[src/rtl/bmp_pkg.sv]
// shared constants for the binomial coefficient mod prime core
// field widths, the prime modulus, barrett reduction constant, fermat exponent
// no dependencies
package bmp_pkg;

	localparam int TOP_W    = 63;
	localparam int CHOOSE_W = 7;
	localparam int VALUE_W  = 30;

	// prime modulus and its multiples used by the reducers
	localparam logic [VALUE_W-1:0] MODP    = 30'd1000000007;
	localparam logic [31:0]        MODP_2X = 32'd2000000014;

	// barrett constant floor(2^60 / p), fits in 31 bits
	localparam logic [63:0] BARRETT_NUM = 64'd1 << 60;
	localparam logic [31:0] BARRETT_MU  = 32'(BARRETT_NUM / 64'd1000000007);

	// 2^30 mod p, weight of each 30-bit slice when top is folded down
	localparam logic [VALUE_W-1:0] FOLD_C = 30'd73741817;

	// exponent p - 2 for the fermat inverse
	localparam logic [VALUE_W-1:0] FERMAT_EXP = 30'd1000000005;

endpackage

[src/rtl/binomial_mod_prime_core.sv]
// top level of the binomial coefficient mod prime core
// sequencer around one shared modular multiplier (bmp_mulmod)
// depends on bmp_pkg and bmp_mulmod
//
// usage
//   command channel: drive top and choose and raise start; the beat is taken
//   at a rising edge with start high and busy low. busy stays high while the
//   item is worked on and no new beat is taken then.
//   result channel: value is shown for exactly one cycle with done high. the
//   receiver cannot stall, so it must take the beat in that cycle.
//   choose above MAX_CHOOSE is clamped to MAX_CHOOSE. top below the clamped
//   choose gives 1 in the cycle after the beat, and busy never rises.
// operation
//   otherwise top is first folded mod p in two modular multiplications by
//   2^30 mod p, each followed by adding the next 30-bit slice, then 2k + 31 + 15
//   modular multiplications follow; each runs in the shared multiplier and is
//   handed back to the sequencer before the next is issued, and each of the two
//   product loops ends with an idle step. the next beat can be taken at the edge
//   that ends the result cycle. the multiplier is the limiting unit.
// reset
//   arst_n clears the sequencer to idle and drops done; no clearing pass.
module binomial_mod_prime_core #(
	parameter int MAX_CHOOSE = 64
) (
	input  logic                           clk,
	input  logic                           arst_n,
	input  logic                           start,
	input  logic [bmp_pkg::TOP_W-1:0]      top,
	input  logic [bmp_pkg::CHOOSE_W-1:0]   choose,
	output logic                           busy,
	output logic                           done,
	output logic [bmp_pkg::VALUE_W-1:0]    value
);
	import bmp_pkg::*;

	// counter holds 0 .. MAX_CHOOSE + 1 for the factorial loop
	localparam int KW = $clog2(MAX_CHOOSE + 2);

	localparam logic [2:0] ST_IDLE = 3'd0;
	localparam logic [2:0] ST_RED  = 3'd1;  // top bits 62:60 folded with bits 59:30
	localparam logic [2:0] ST_NUM  = 3'd2;  // falling product of terms
	localparam logic [2:0] ST_DEN  = 3'd3;  // k factorial
	localparam logic [2:0] ST_PSQ  = 3'd4;  // square step of the inverse
	localparam logic [2:0] ST_PMUL = 3'd5;  // multiply step of the inverse
	localparam logic [2:0] ST_FIN  = 3'd6;  // numerator times inverse
	localparam logic [2:0] ST_RED2 = 3'd7;  // low 30 bits of top folded in

	// control
	logic [2:0]   state_q;
	logic         pend_q;
	logic         done_q;
	// working registers
	logic [2*VALUE_W-1:0] n_q;
	logic [VALUE_W-1:0] red_q;
	logic [KW-1:0]      k_q;
	logic [KW-1:0]      cnt_q;
	logic [4:0]         bit_q;
	logic [VALUE_W-1:0] t_q;
	logic [VALUE_W-1:0] num_q;
	logic [VALUE_W-1:0] den_q;
	logic [VALUE_W-1:0] acc_q;
	logic [VALUE_W-1:0] value_q;

	logic [KW-1:0]      k_sat;
	logic               below;
	logic               accept;
	logic [VALUE_W-1:0] fold_lo;
	logic [VALUE_W:0]   fold_sum;
	logic [VALUE_W-1:0] fold_next;
	logic [VALUE_W-1:0] t_next;
	logic               mul_state;
	logic               loop_end;
	logic               mm_go;
	logic               mm_done;
	logic [VALUE_W-1:0] mm_a;
	logic [VALUE_W-1:0] mm_b;
	logic [VALUE_W-1:0] mm_res;

	// clamp choose, then test top below it
	always_comb begin
		if (32'(choose) > 32'(MAX_CHOOSE)) begin
			k_sat = KW'(MAX_CHOOSE);
		end else begin
			k_sat = KW'(choose);
		end
	end

	assign below  = top < TOP_W'(k_sat);
	assign accept = start && !busy;

	// add the next 30-bit slice of top to the folded part, sum stays below 3p
	assign fold_lo  = (state_q == ST_RED) ? n_q[2*VALUE_W-1:VALUE_W] : n_q[VALUE_W-1:0];
	assign fold_sum = {1'b0, mm_res} + {1'b0, fold_lo};

	always_comb begin
		if (fold_sum >= (VALUE_W+1)'(MODP_2X)) begin
			fold_next = VALUE_W'(fold_sum - (VALUE_W+1)'(MODP_2X));
		end else if (fold_sum >= (VALUE_W+1)'(MODP)) begin
			fold_next = VALUE_W'(fold_sum - (VALUE_W+1)'(MODP));
		end else begin
			fold_next = fold_sum[VALUE_W-1:0];
		end
	end

	// next numerator term: one less, wrapping through zero to p - 1
	assign t_next = (t_q == '0) ? (MODP - VALUE_W'(1)) : (t_q - VALUE_W'(1));

	assign mul_state = (state_q == ST_RED) || (state_q == ST_RED2) ||
		(state_q == ST_NUM) || (state_q == ST_DEN) ||
		(state_q == ST_PSQ) || (state_q == ST_PMUL) || (state_q == ST_FIN);
	assign loop_end = ((state_q == ST_NUM) && (cnt_q == k_q)) ||
		((state_q == ST_DEN) && (cnt_q > k_q));
	assign mm_go = mul_state && !pend_q && !loop_end;

	// operands for the shared multiplier, held steady while it runs
	always_comb begin
		case (state_q)
			ST_RED, ST_RED2: begin
				mm_a = red_q;
				mm_b = FOLD_C;
			end
			ST_NUM: begin
				mm_a = num_q;
				mm_b = t_q;
			end
			ST_DEN: begin
				mm_a = den_q;
				mm_b = VALUE_W'(cnt_q);
			end
			ST_PSQ: begin
				mm_a = acc_q;
				mm_b = acc_q;
			end
			ST_PMUL: begin
				mm_a = acc_q;
				mm_b = den_q;
			end
			ST_FIN: begin
				mm_a = num_q;
				mm_b = acc_q;
			end
			default: begin
				mm_a = num_q;
				mm_b = acc_q;
			end
		endcase
	end

	bmp_mulmod u_mulmod (
		.clk    (clk),
		.arst_n (arst_n),
		.go     (mm_go),
		.a      (mm_a),
		.b      (mm_b),
		.done   (mm_done),
		.res    (mm_res)
	);

	// sequencer
	always_ff @(posedge clk or negedge arst_n) begin
		if (!arst_n) begin
			state_q <= ST_IDLE;
			pend_q  <= 1'b0;
			done_q  <= 1'b0;
		end else begin
			done_q <= 1'b0;
			if (mm_go) begin
				pend_q <= 1'b1;
			end else if (mm_done) begin
				pend_q <= 1'b0;
			end
			case (state_q)
				ST_IDLE: begin
					if (accept) begin
						if (below) begin
							done_q <= 1'b1;
						end else begin
							state_q <= ST_RED;
						end
					end
				end
				ST_RED: begin
					if (mm_done) state_q <= ST_RED2;
				end
				ST_RED2: begin
					if (mm_done) state_q <= ST_NUM;
				end
				ST_NUM: begin
					if (loop_end) state_q <= ST_DEN;
				end
				ST_DEN: begin
					if (loop_end) state_q <= ST_PSQ;
				end
				ST_PSQ: begin
					if (mm_done) begin
						if (FERMAT_EXP[bit_q]) begin
							state_q <= ST_PMUL;
						end else if (bit_q == '0) begin
							state_q <= ST_FIN;
						end
					end
				end
				ST_PMUL: begin
					if (mm_done) begin
						state_q <= (bit_q == '0) ? ST_FIN : ST_PSQ;
					end
				end
				ST_FIN: begin
					if (mm_done) begin
						state_q <= ST_IDLE;
						done_q  <= 1'b1;
					end
				end
				default: state_q <= ST_IDLE;
			endcase
		end
	end

	// datapath registers
	always_ff @(posedge clk) begin
		case (state_q)
			ST_IDLE: begin
				if (accept) begin
					n_q     <= top[2*VALUE_W-1:0];
					k_q     <= k_sat;
					red_q   <= VALUE_W'(top[TOP_W-1:2*VALUE_W]);
					cnt_q   <= '0;
					num_q   <= VALUE_W'(1);
					den_q   <= VALUE_W'(1);
					acc_q   <= VALUE_W'(1);
					bit_q   <= 5'(VALUE_W - 1);
					value_q <= VALUE_W'(1);
				end
			end
			ST_RED: begin
				if (mm_done) red_q <= fold_next;
			end
			ST_RED2: begin
				if (mm_done) t_q <= fold_next;
			end
			ST_NUM: begin
				if (loop_end) begin
					cnt_q <= KW'(1);
				end else if (mm_done) begin
					num_q <= mm_res;
					t_q   <= t_next;
					cnt_q <= cnt_q + KW'(1);
				end
			end
			ST_DEN: begin
				if (mm_done) begin
					den_q <= mm_res;
					cnt_q <= cnt_q + KW'(1);
				end
			end
			ST_PSQ: begin
				if (mm_done) begin
					acc_q <= mm_res;
					if (!FERMAT_EXP[bit_q] && bit_q != '0) bit_q <= bit_q - 5'd1;
				end
			end
			ST_PMUL: begin
				if (mm_done) begin
					acc_q <= mm_res;
					if (bit_q != '0) bit_q <= bit_q - 5'd1;
				end
			end
			ST_FIN: begin
				if (mm_done) value_q <= mm_res;
			end
			default: ;
		endcase
	end

	assign busy  = state_q != ST_IDLE;
	assign done  = done_q;
	assign value = value_q;

	a_busy_ends_with_beat: assert property (@(posedge clk) disable iff (!arst_n)
		$fell(busy) |-> done)
		else $error("busy dropped without a result beat");

	a_value_reduced: assert property (@(posedge clk) disable iff (!arst_n)
		done |-> value < MODP)
		else $error("result not reduced mod p");

	a_below_gives_one: assert property (@(posedge clk) disable iff (!arst_n)
		accept && below |=> done && value == VALUE_W'(1) && !busy)
		else $error("top below choose must give one at once");

	a_done_only_when_pending: assert property (@(posedge clk) disable iff (!arst_n)
		mm_done |-> pend_q && mul_state)
		else $error("multiplier result with no request outstanding");

endmodule

[src/rtl/bmp_mulmod.sv]
// shared modular multiplier: a * b mod p through the product, barrett, subtract and fix phases
// one 32x32 multiplier reused for the product and the two barrett steps
// depends on bmp_pkg
module bmp_mulmod (
	input  logic                        clk,
	input  logic                        arst_n,
	input  logic                        go,
	input  logic [bmp_pkg::VALUE_W-1:0] a,
	input  logic [bmp_pkg::VALUE_W-1:0] b,
	output logic                        done,
	output logic [bmp_pkg::VALUE_W-1:0] res
);
	import bmp_pkg::*;

	localparam logic [1:0] PH_IDLE = 2'd0;
	localparam logic [1:0] PH_BAR  = 2'd1;
	localparam logic [1:0] PH_SUB  = 2'd2;
	localparam logic [1:0] PH_FIX  = 2'd3;

	logic [1:0]         phase_q;
	logic               done_q;
	logic [59:0]        x_q;
	logic [29:0]        q3_q;
	logic [31:0]        r_q;
	logic [VALUE_W-1:0] res_q;

	logic [31:0] op_a;
	logic [31:0] op_b;
	logic [63:0] prod;
	logic [31:0] r_fix;

	// operand select for the one multiplier
	always_comb begin
		case (phase_q)
			PH_BAR: begin
				op_a = 32'(x_q[59:29]);
				op_b = BARRETT_MU;
			end
			PH_SUB: begin
				op_a = 32'(q3_q);
				op_b = 32'(MODP);
			end
			default: begin
				op_a = 32'(a);
				op_b = 32'(b);
			end
		endcase
	end

	assign prod = 64'(op_a) * 64'(op_b);

	// barrett remainder lies below 3p
	always_comb begin
		if (r_q >= MODP_2X) begin
			r_fix = r_q - MODP_2X;
		end else if (r_q >= 32'(MODP)) begin
			r_fix = r_q - 32'(MODP);
		end else begin
			r_fix = r_q;
		end
	end

	always_ff @(posedge clk or negedge arst_n) begin
		if (!arst_n) begin
			phase_q <= PH_IDLE;
			done_q  <= 1'b0;
		end else begin
			done_q <= 1'b0;
			case (phase_q)
				PH_IDLE: begin
					if (go) phase_q <= PH_BAR;
				end
				PH_BAR: phase_q <= PH_SUB;
				PH_SUB: phase_q <= PH_FIX;
				PH_FIX: begin
					phase_q <= PH_IDLE;
					done_q  <= 1'b1;
				end
				default: phase_q <= PH_IDLE;
			endcase
		end
	end

	always_ff @(posedge clk) begin
		case (phase_q)
			PH_IDLE: begin
				if (go) x_q <= prod[59:0];
			end
			PH_BAR: q3_q <= prod[60:31];
			PH_SUB: r_q <= x_q[31:0] - prod[31:0];
			PH_FIX: res_q <= r_fix[VALUE_W-1:0];
			default: ;
		endcase
	end

	assign done = done_q;
	assign res  = res_q;

	a_go_idle: assert property (@(posedge clk) disable iff (!arst_n)
		go |-> phase_q == PH_IDLE)
		else $error("mulmod started while busy");

	a_done_after_fix: assert property (@(posedge clk) disable iff (!arst_n)
		done |-> $past(phase_q) == PH_FIX)
		else $error("mulmod done without a fix phase");

endmodule

[config.mk]
export PLATFORM = sky130hd
export DESIGN_NAME = binomial_mod_prime_core
export DESIGN_NICKNAME = d
export VERILOG_FILES = /design/src/rtl/bmp_pkg.sv /design/src/rtl/binomial_mod_prime_core.sv /design/src/rtl/bmp_mulmod.sv
export SDC_FILE = /design/constraint.sdc
export NUM_CORES = 2
export LEC_CHECK = 0
export BUFFER_PORTS_ARGS = -buffer_cell sky130_fd_sc_hd__clkbuf_2
export CORE_UTILIZATION = 40
export CTS_BUF_LIST = sky130_fd_sc_hd__clkbuf_2 sky130_fd_sc_hd__clkbuf_4 sky130_fd_sc_hd__clkbuf_8
export CTS_CLUSTER_DIAMETER = 50
export DETAILED_ROUTE_END_ITERATION = 8
export PLACE_DENSITY = 0.65
export SLEW_MARGIN = 0
export SYNTH_ARGS = -nofsm -noshare
export SYNTH_HDL_FRONTEND = slang
export SYNTH_SLANG_ARGS = --single-unit
[constraint.sdc]
create_clock -name clk -period 15.2 [get_ports clk]
set_input_delay 0.76 -clock clk [delete_from_list [all_inputs] [get_ports clk]]
set_output_delay 0.76 -clock clk [all_outputs]
set_load 0.01 [all_outputs]
After elaboration in Yosys (flattened, before gate mapping)
Memories as Yosys holds them, arrays and structs flattened. A register that Yosys moved wholly into a read port is not among the register bits.
Cells that the tools add are included.
Operators by class
  eq/ne operators: 28
  muxes and demuxes: 58
  $lt $le $gt $ge: 8
  reduce and logical (&&, ||, !) cells: 45
  multipliers: 1
  add/sub/neg operators: 9
Operators with widths (number)
  two-way mux 30 bit: 13
  case mux 30 bit (2 select lines): 6
  case mux 31 bit (2 select lines): 2
  case mux 30 bit (4 select lines): 1
  subtractor 30 bit (second input constant): 4
  case mux 30 bit (3 select lines): 1
  less-than comparator 63 x 7 -> 1 bit: 1
  multiplier 31 x 31 -> 61 bit: 1
  two-way mux 3 bit: 11
  greater-or-equal comparator 32 x 30 -> 1 bit (second input constant): 1
  greater-or-equal comparator 32 x 31 -> 1 bit (second input constant): 1
  subtractor 32 bit: 1
  adder 30 x 30 -> 31 bit: 1
  greater-or-equal comparator 31 x 30 -> 1 bit (second input constant): 1
  greater-or-equal comparator 31 bit (second input constant): 1
  zero test 30 bit: 1
  two-way mux 5 bit: 6
  subtractor 30 x 1 -> 30 bit (second input constant): 1
  two-way mux 7 bit: 4
  case mux 3 bit (8 select lines): 1
  case mux 7 bit (3 select lines): 1
  inequality test 2 x 1 -> 1 bit (second input constant): 10
  case mux 5 bit (3 select lines): 1
  nonzero test 2 bit: 7
  31 further kinds: 71
Word-level totals
  bits of input ports: 73
  memory bits (read-only): 32
  bits in registers: 419
  output and inout bits: 32
  memories kept: 1
Memory list
  (no name shown): words 32, width 1, rd ports 1, clocked after Yosys merged registers in 1, write ports 0, RTL line binomial_mod_prime_core.sv:259  | if (!FERMAT_EXP[bit_q] && bit_q != '0) bit_q <= bit_q - 5'd1;

Depth between registers and ports, before layout
  depth in word-level cells: 11
  gate-level depth with buffers: 47
  mapped depth without buffers: 43

Cells and area by module
From an unflattened synthesis, not the netlist that was laid out.
Second synthesis, totals
  cell total of the unflattened synthesis: 5911
  area total of the unflattened synthesis: 55517.0 µm²
Modules (own cells, without submodules)
  bmp_mulmod: area each 38665.8 µm², sequential area each 4639.4 µm², times used 1, cells an instance 4230
  binomial_mod_prime_core: area each 16851.2 µm², sequential area each 7922.6 µm², times used 1, cells an instance 1681

Least setup slack after synthesis
Ideal clock, no wire load.
  path kind: register to register
  start point: register u_mulmod.phase_q[0]
  end point: register u_mulmod.r_q[30] (data pin)
  library setup time: 0.258 ns
  period minus slack after synthesis: 10.794 ns
  setup slack: 4.406 ns
  stages on the path, launching flop included: 45
  buffers on the path: 3
  data arrival time: 10.536 ns
  cells stage by stage: dfrtp_1 inv_1 ha_1 clkbuf_1 clkbuf_1 a221o_1 o41a_1 clkbuf_1 nand2_1 fa_1 inv_1 fa_1 fa_1 inv_1 fa_1 inv_1 ha_1 ha_1 (+9 left out) or2_2 xor2_1 inv_1 ha_1 o21ai_0 nand2b_1 a21oi_1 a31oi_1 a31oi_1 maj3_1 o32a_1 o221ai_1 o2111ai_1 nand3b_1 a221oi_1 a211oi_1 maj3_1 xor2_1
Between the ends
  longest elaborated chain between the ends: 4
  elaborated cells on any way between the ends: 6
  classes of those cells: add/sub (1); mul (1); eq/ne (2); mux (2)
Ends and longest elaborated chain
  from (decl): RTL line bmp_mulmod.sv:20  | logic [1:0] phase_q;
  from (signal assigned): RTL line bmp_mulmod.sv:65  | phase_q <= PH_IDLE;
  from (signal assigned): RTL line bmp_mulmod.sv:71  | if (go) phase_q <= PH_BAR;
  from (signal assigned): RTL line bmp_mulmod.sv:73  | PH_BAR: phase_q <= PH_SUB;
  equality test 2 bit / equality test 2 x 1 -> 1 bit (equally long branches): RTL line bmp_mulmod.sv:34  | case (phase_q)
  case mux 31 bit (2 select lines): RTL line bmp_mulmod.sv:34
  multiplier 31 x 31 -> 61 bit (*): RTL line bmp_mulmod.sv:50  | assign prod = 64'(op_a) * 64'(op_b);
  via u_mulmod.prod[16]: RTL line bmp_mulmod.sv:29  | logic [63:0] prod;
  subtractor 32 bit (*): RTL line bmp_mulmod.sv:90  | PH_SUB: r_q <= x_q[31:0] - prod[31:0];
  to (signal assigned): RTL line bmp_mulmod.sv:90
  to (decl): RTL line bmp_mulmod.sv:24  | logic [31:0] r_q;
The timed path passes the listed nets; every way through them passes the cells marked *.
A chain may end at the register's enable or synchronous reset.

Worst setup path after layout
  start point: register state_q[1]
  end point: register u_mulmod.r_q[30] (data pin)
Between the ends
  longest elaborated chain between the ends: 6
  elaborated cells on any way between the ends: 14
  classes of those cells: add/sub (1); mul (1); eq/ne (6); mux (4); reduce/logical (2)
Ends and longest elaborated chain
  from (decl): RTL line binomial_mod_prime_core.sv:49  | logic [2:0] state_q;
  from (signal assigned): RTL line binomial_mod_prime_core.sv:205  | state_q <= (bit_q == '0) ? ST_FIN : ST_PSQ;
  equality test 3 x 1 -> 1 bit / equality test 3 bit (equally long branches): RTL line binomial_mod_prime_core.sv:117  | case (state_q)
  OR reduction 2 bit, on equally long branches
  case mux 30 bit (4 select lines) / case mux 30 bit (3 select lines) (equally long branches): RTL line binomial_mod_prime_core.sv:117
  case mux 31 bit (2 select lines): RTL line bmp_mulmod.sv:34
  multiplier 31 x 31 -> 61 bit (*): RTL line bmp_mulmod.sv:50
  via u_mulmod.prod[19]: RTL line bmp_mulmod.sv:29
  subtractor 32 bit (*): RTL line bmp_mulmod.sv:90
Marked as above.

==> results_dict.tcl <==
set metrics [dict create \
    min_period_over_period 0.8462 \
    overflow 0 \
    io_buffers 104 \
    placementRows 134 \
    clkSinkCount 420 \
    nFillCells 12870 \
    cts_tree "built" \
    synth_area_leader_cell "fa_1" \
    rr_worst_depth 41 \
    num_io_pins 105 \
    reg2reg_from "state_q[1]$_DFFE_PN0P_" \
    place_congestion 0.9982 \
    fin_nets 6991 \
    drive_above_1_share 0.07583 \
    slowest_delay_ps 890 \
    hpwlAfterDp_um 135700 \
    grt_pass1_vias 43770 \
    finalHoldViolCount 0 \
    route.detailed.vias_per_inst 5.586 \
    min_from "top[4]" \
    syn_area_per_cell_um2 9.401 \
    cts_root_buf "clkbuf_8" \
    seq_area_frac_synth 0.2327 \
    drv_slew 0 \
    grt_max_degree 68 \
    initial_core_util 0.4040 \
    reg2reg_to "u_mulmod.r_q[30]$_DFFE_PN_" \
    synth_commonest_cells "930 x inv_1, 912 x nand2_1, 838 x fa_1, 449 x nor2_1, 411 x edfxtp_1" \
    synthDominantCellAreaShare 0.3107 \
    synth_ff_type "edfxtp_1" \
    criticalPathCategory "reg -> reg" \
    status "complete, no violations" \
    grt_pass1_wl_um 271300 \
    arrival_ps 13260 \
    rsz0062_at_grt "false" \
    clock_skew_ps 67.02 \
    htreeDepth 3 \
    synth_edf_count 411 \
    ant_nets 0 \
    slew_headroom 0.09394 \
    drv_cap 0 \
    finalSetupTns_ps 0 \
    clkTransAtPathRegs_ps 60 \
    worst_pin_slew_ps 1355 \
    wirelength_um 178300 \
    drt-pass1-iter-count 6 \
    critPathCaptureType "flip-flop" \
    critPathLaunchType "flip-flop" \
    fp.dieW_um 369.4 \
    cts_resized 0 \
    period_minus_slack_ps 12860 \
    cts_buffers 78 \
    route.detailed.drc 0 \
    setup_viol 0 \
    synth_area_um2 53990 \
    crit_top_cell "fa_1" \
    synth_cells 5743 \
    worstHoldPathCells 1 \
    wl_per_cell_um 23.50 \
    ys_seq_elements 420 \
    first_iter_violations 4277 \
    dieArea_um2 136400 \
    area_growth_pct 8.060 \
    fmax_mhz 77.75 \
    async_flop_share 0.01905 \
    crit_required_ps 15600 \
    hold_end "n_q[4]$_DFFE_PP_" \
    clockBufferDepth 3 \
    synthTopCellsByArea "fa_1 31%, edfxtp_1 23%, ha_1 7.6%" \
    min_path_type "in -> reg" \
    die_h_um 369.4 \
    path_max_fanout 29 \
    cpMaxStageDelayCell "dfrtp_1" \
    synth.most_common_cell "inv_1" \
    ys_types 92 \
    routed-via-count 42390 \
    coreArea_um2 133600 \
    antenna_found_initial 10 \
    clkLatencyLatePin_ps 700 \
    reg2reg_slack_ps 2340 \
    synth_warnings 0 \
    grtUsageTotal 0.2648 \
]
how the worst max path moves through the flow:
stage / from / end / slack [ps]
detailed placement: state_q[1]$_DFFE_PN0P_ / u_mulmod.r_q[30]$_DFFE_PN_ / 2550
finish: state_q[1]$_DFFE_PN0P_ / u_mulmod.r_q[30]$_DFFE_PN_ / 2340
global route: state_q[1]$_DFFE_PN0P_ / u_mulmod.r_q[30]$_DFFE_PN_ / 1690
global placement: state_q[1]$_DFFE_PN0P_ / u_mulmod.r_q[30]$_DFFE_PN_ / 2570
CTS: state_q[1]$_DFFE_PN0P_ / u_mulmod.r_q[30]$_DFFE_PN_ / 2440
floorplan: u_mulmod.phase_q[0]$_DFFE_PN0P_ / u_mulmod.r_q[30]$_DFFE_PN_ / 4410
worst max-delay path: cells and delay by family, from the launching register on:
kind            cells  cell delay [ps]
simple gates        4              540
buf+inv             8             1370
fa+ha+maj          12             5100
flops               1              890
compound gates     15             4140
xor+xnor            2              500
per-stage QoR:
stage                     setup WS [ps]  cell area [µm²]  instances  hold slack, ps  utilization
after floorplan                    4406            54010       5747           464.4            -
after global placement             2570            56730       7439           511.4       0.4245
after detailed placement           2553            56740       7440           542.1       0.4246
after CTS                          2436            58330       7584           204.4       0.4365
after global routing               1694            58340       7586           235.5       0.4366
final                              2339            58340       7588           263.4       0.4366
state kept, by name, indices dropped and copies added (netlist names), 3 cells and up, named ones only:
name / cells
red_q: 30
u_mulmod.res: 30
u_mulmod.q3_q: 30
u_mulmod.x_q: 60
bit_q: 5
state_q: 3
acc_q: 30
cnt_q: 7
num_q: 30
value: 30
t_q: 30
den_q: 30
n_q: 60
k_q: 7
u_mulmod.r_q: 32
what timing repair did:
action	CTS	global route
endpoints found under the hold margin	8	0
hold buffers	1	0
buffers inserted	0	0
per-layer routing:
| metal | GRT usage | vias up | routed length (µm) |
|---|---|---|---|
| met2 | 0.4120 | 2115 | 79430 |
| met4 | 0.1244 | 0 | 9611 |
| met3 | 0.04202 | 421 | 15820 |
| met5 | 0 | - | 0 |
| li1 | - | 18580 | - |
| met1 | 0.3613 | 21280 | 73420 |
cell usage in the layout, fill, tap and decap left out, types with 35 or more instances in the layout:
master and n:
xor2_1 69, o21a_1 46, a21o_1 68, nor2_1 443, ha_1 324, nand2b_1 35
o21ai_0 111, a21oi_1 171, xnor2_1 130, a31oi_1 51, nand2_1 911, clkbuf_2 104
inv_1 929, a221o_1 46, fa_1 838, nand3_1 46, clkbuf_8 79, nor3_1 67
and2_1 173, buf_4 112, edfxtp_1 411, nor2b_1 46
final cells by class:
class | count | area, µm² | share of cell area
clock inverters | 40 | 312.8 | 0.005361
repair buffers | 217 | 1371 | 0.02350
inverters | 934 | 3506 | 0.06009
multi-input cells | 4102 | 37100 | 0.6359
diodes | 4 | 10.01 | 0.0001716
clock buffers | 103 | 1267 | 0.02172
flip-flops and latches | 420 | 12560 | 0.2153
well taps | 1768 | 2212 | 0.03792
cell families after synthesis:
logic type / count (synthesis) / share of synthesized area
AOI/OAI and AO/OA: 827 / 0.1050
adders and majority gates: 1171 / 0.3876
xor gates and xnor gates: 199 / 0.03228
muxes: 19 / 0.003592
other: 2 / 0.0001391
buffers and inverters: 1225 / 0.08547
and+or+nand+nor: 1880 / 0.1532
DFF: 420 / 0.2327
Power is not shown: default switching activity piles up to over one toggle a cycle in this logic, so the estimate is an artifact.
